--- src/rtl/gfls_ram.sv ---
module gfls_ram #(
  parameter int WIDTH = 8,
  parameter int DEPTH = 16
) (
  input  logic                                    clk,
  input  logic                                    we,
  input  logic [((DEPTH > 1) ? $clog2(DEPTH) : 1)-1:0] waddr,
  input  logic [WIDTH-1:0]                        wdata,
  input  logic [((DEPTH > 1) ? $clog2(DEPTH) : 1)-1:0] raddr,
  output logic [WIDTH-1:0]                        rdata
);

  logic [WIDTH-1:0] mem [DEPTH];

  always_ff @(posedge clk) begin
    if (we) begin
      mem[waddr] <= wdata;
    end
    rdata <= mem[raddr];
  end

endmodule

--- config.mk ---
export PLATFORM = sky130hd
export DESIGN_NAME = gfls_ram
export DESIGN_NICKNAME = d
export VERILOG_FILES = /design/src/rtl/gfls_ram.sv
export SDC_FILE = /design/constraint.sdc
export NUM_CORES = 1
export LEC_CHECK = 0
export BUFFER_PORTS_ARGS = -buffer_cell sky130_fd_sc_hd__buf_2
export CORE_AREA = 2 2 110 112
export CTS_CLUSTER_DIAMETER = 150
export CTS_CLUSTER_SIZE = 14
export DETAILED_ROUTE_END_ITERATION = 10
export DIE_AREA = 0 0 112 114
export PLACE_DENSITY = 0.72
export SLEW_MARGIN = 20
export SYNTH_ARGS = -nofsm -noshare
export SYNTH_HDL_FRONTEND = slang
export SYNTH_SLANG_ARGS = --single-unit
--- constraint.sdc ---
create_clock -name clk -period 4.05 [get_ports clk]
set_input_delay 0.81 -clock clk [delete_from_list [all_inputs] [get_ports clk]]
set_output_delay 0.81 -clock clk [all_outputs]
set_load 0.02 [all_outputs]
**Yosys cells after proc, flatten, opt, wreduce, memory -nomap -nowiden**

Memories as Yosys holds them, arrays and structs flattened. A register that Yosys moved wholly into a read port is not among the register bits.
Index checks and enable logic that the tools add are counted.

- Register bits after elaboration: 0
- Memory bits (writable): 128
- Input bits: 18
- Output and inout port bits: 8
- Word-level logic and storage cells: 3
- Memories: 1

Memories:

| memory | words | bits a word | read ports | clocked after Yosys merged registers in | wr ports | line | source |
|---|---|---|---|---|---|---|---|
| mem | 16 | 8 | 1 | 1 | 1 | 13 | `logic [WIDTH-1:0] mem [DEPTH];` |

- Multiplexer cells: 2

Operator list:

| kind | count |
|---|---|
| two-way mux 1 bit | 2 |

**Logic depth before layout (Yosys ltp)**

- Word-level depth: 2
- Depth in mapped cells: 5
- Mapped depth without buffers: 3

**Least setup slack after synthesis**

Ideal clock, no wire load.

- Path type: input to register
- Start: input port waddr[2] (netlist name)
- End: memory mem[0][0], enable pin
- Library setup time: 0.383 ns
- Data arrival time: 1.920 ns
- Data required time: 3.667 ns
- Path slack: 1.747 ns
- Stages: 2
- Cells stage by stage: or3b_2 -> nor3_1

RTL lines:

| element | line | source |
|---|---|---|
| start: declaration | 7 | `input logic [((DEPTH > 1) ? $clog2(DEPTH) : 1)-1:0] waddr,` |
| end: declaration | 13 |  |

No word-level cell before the write port.

==> out/results.txt <==
Max transition margin -> 0.284
Cell Pwr Density -> 573 nW/µm²
crit share post-route -> 0.564
most frequent cell after synthesis -> edfxtp_1
proportion of layout cells with a drive suffix above 1 -> 0.281
share of the synthesized area in the top cell type -> 0.747
final RePlAce weighted congestion -> 0.733
htree depth -> 4
WL met2 -> 5160 µm
worst-path cell chain -> buf_2 -> buf_4 -> mux4_1 -> a22oi_1 -> nand2_1
measured slew at the worst slew-check pin -> 1.07 ns
Top Layer Used -> met4
syn_area_per_cell -> 22.5 µm²
Pleak -> 2.05 nW
Min-Delay Path Class -> flop to flop
Final Hold Fails -> 0
Peak VDD IR -> 0.211 mV
DRT Wirelength -> 10100 µm
Synth Flop Type -> edfxtp_1
Period minus WS final -> 2.28 ns
Post-Layout Inst Area -> 6100 µm²
Min-Delay Path Depth -> 3
clk sinks -> 136
asr flop ratio synth -> 0
Crit. End Element -> flop
Initial DRT Pass Iterations -> 4
io pins -> 26
fill count -> 918
Post-CTS Setup Bufs -> 0
CTS tree -> yes
Crit-path slowest cell -> buf_2
HPWL after DPL -> 6120 µm
worst r2r src -> mem[9][2]$_DFFE_PP_
Synth Instances -> 229
global-route wire length before repair -> 15200 µm
Critical Path RT -> 4.34 ns
layout overhead on the synthesized area -> 18.4%
Net count, final -> 286
MaxCap Viol Count -> 0
CP max stage delay -> 0.63 ns
vias -> 2371
depth of the worst register-to-register path -> 3
Syn. warnings -> 0
Post-synth EDFFs -> 128
initial antenna violation count -> 0
Routed WL per cell -> 23.6 µm
RSZ-0062 raised after global routing -> false
Reg area -> 4000 µm²
IO Port Bufs -> 25
total core area -> 11700 µm²
Root Driver -> clkbuf_16
setup TNS -> 0 ns
# diodes -> 0
GRT Residual Overflow -> 0
worst setup path startpoint -> raddr[0]
Cell variety after synth -> 19
most frequent cells after synthesis -> edfxtp_1 (128), mux4_2 (18), a22oi_1 (16)
critical path arrival -> 2.57 ns
Clock Tree Buf Depth -> 2
largest net degree at the start of global routing -> 33
wl on met1 -> 4300 µm
syn_nets -> 247
vias per cell -> 5.54
CTS clk-pin slew, worst paths -> 0.06 ns
die height -> 114 µm
vias in the first global route -> 2464
std cell rows -> 40
critical path peak fanout -> 26
Multi-input gate area -> 1060 µm²
cell taking the most area after synthesis -> edfxtp_1
ANT nets after route -> 0
1st-iter DRT viols -> 198
skew final -> 0.00617 ns
Crit Path Class -> primary input to flop
sequential share of the synthesized area -> 0.778
die area -> 12800 µm²
Synth area leaders -> edfxtp_1 (75%), mux4_2 (7.9%), mux4_1 (7.1%)
Die Wd -> 112 µm
Worst setup SP type -> primary input
met3 routed WL -> 508 µm
Starting Density -> 0.440
synthesized flop and latch total -> 136
DRC -> 0
Total Routing Usage GR -> 0.170
Clock Latency Late Sink -> 0.41 ns
FMAX -> 438 MHz
Post-Place Cell Area -> 5410 µm²
status -> finished, final reports clean
Hold Crit Start -> mem[15][4]$_DFFE_PP_
cts repair resizes -> 0
Mapped Area -> 5150 µm²
Setup-failing EPs final -> 0
Num CTS Buffers -> 17
Slew Viols, Final -> 0
CTS Hold Bufs -> 0
==> cells by family after synthesis <==
group / synth area share
simple gates: 0.0318
mux: 0.150
buf+inv: 0.0168
flops: 0.778
compound gates: 0.0233
==> flip-flops by register name, indices dropped and copies added, names as in the netlist <==
signal  cells
mem       128
rdata       8
==> layout make-up <==
| cell class | instances | share of cell area |
|---|---|---|
| Tap cell | 147 | 0.0302 |
| Clock buffer | 17 | 0.0698 |
| Sequential cell | 136 | 0.657 |
| Multi-Input combinational cell | 83 | 0.175 |
| Clock inverter | 15 | 0.0419 |
| Timing Repair Buffer | 30 | 0.0267 |
==> placed cells by master (no fill, tap or decap), types with 2 or more instances in the layout <==
cell,count
nand2_1,9
bufinv_16,7
a22oi_1,16
mux4_1,14
dfxtp_1,8
clkinv_4,2
nor3_1,3
edfxtp_1,128
mux4_2,18
nand3b_1,2
buf_4,5
nor2_1,12
nand2b_1,2
clkbuf_16,17
clkinv_1,4
buf_2,25
==> worst max-delay path: cells and delay by family <==
family | cells | cell delay (ns)
buffers and inverters | 2 | 0.91
AO/OA/AOI/OAI | 1 | 0.20
AND/OR/NAND/NOR | 1 | 0.08
multiplexers | 1 | 0.55
==> final timing paths <==
path	end	slack, ns
max	rdata[2]$_DFF_P_	1.77
min	rdata[4]$_DFF_P_	0.69
max reg2reg	rdata[2]$_DFF_P_	2.70
min reg2reg	rdata[4]$_DFF_P_	0.69
==> report_power, final <==
| part | switching [mW] | internal, mW | total, mW |
|---|---|---|---|
| clock network | 0.553 | 1.21 | 1.76 |
| logic | 0.0900 | 0.0579 | 0.148 |
| registers | 0.0110 | 1.57 | 1.59 |
| total | 0.654 | 2.84 | 3.49 |
==> routing by layer <==
layer  vias up  global-route usage
met5         -                   0
met4         0              0.0691
met2        79               0.283
met3        14              0.0452
met1      1229               0.215
li1       1049                   -
==> metrics by stage <==
step / std cells / hold WS, ns / worst slack, ns / utilization / power (mW)
4_1_cts: 428 / 0.682 / 1.74 / 0.520 / 3.51
6_report: 428 / 0.687 / 1.77 / 0.521 / 3.49
5_1_grt: 428 / 0.730 / 1.60 / 0.521 / 3.58
3_5_place_dp: 396 / 0.665 / 1.31 / 0.462 / 1.76
2_1_floorplan: 229 / 0.629 / 1.75 / - / 1.70
3_3_place_gp: 396 / 0.657 / 1.32 / 0.462 / 1.76
(Power assumes the default switching activity.)
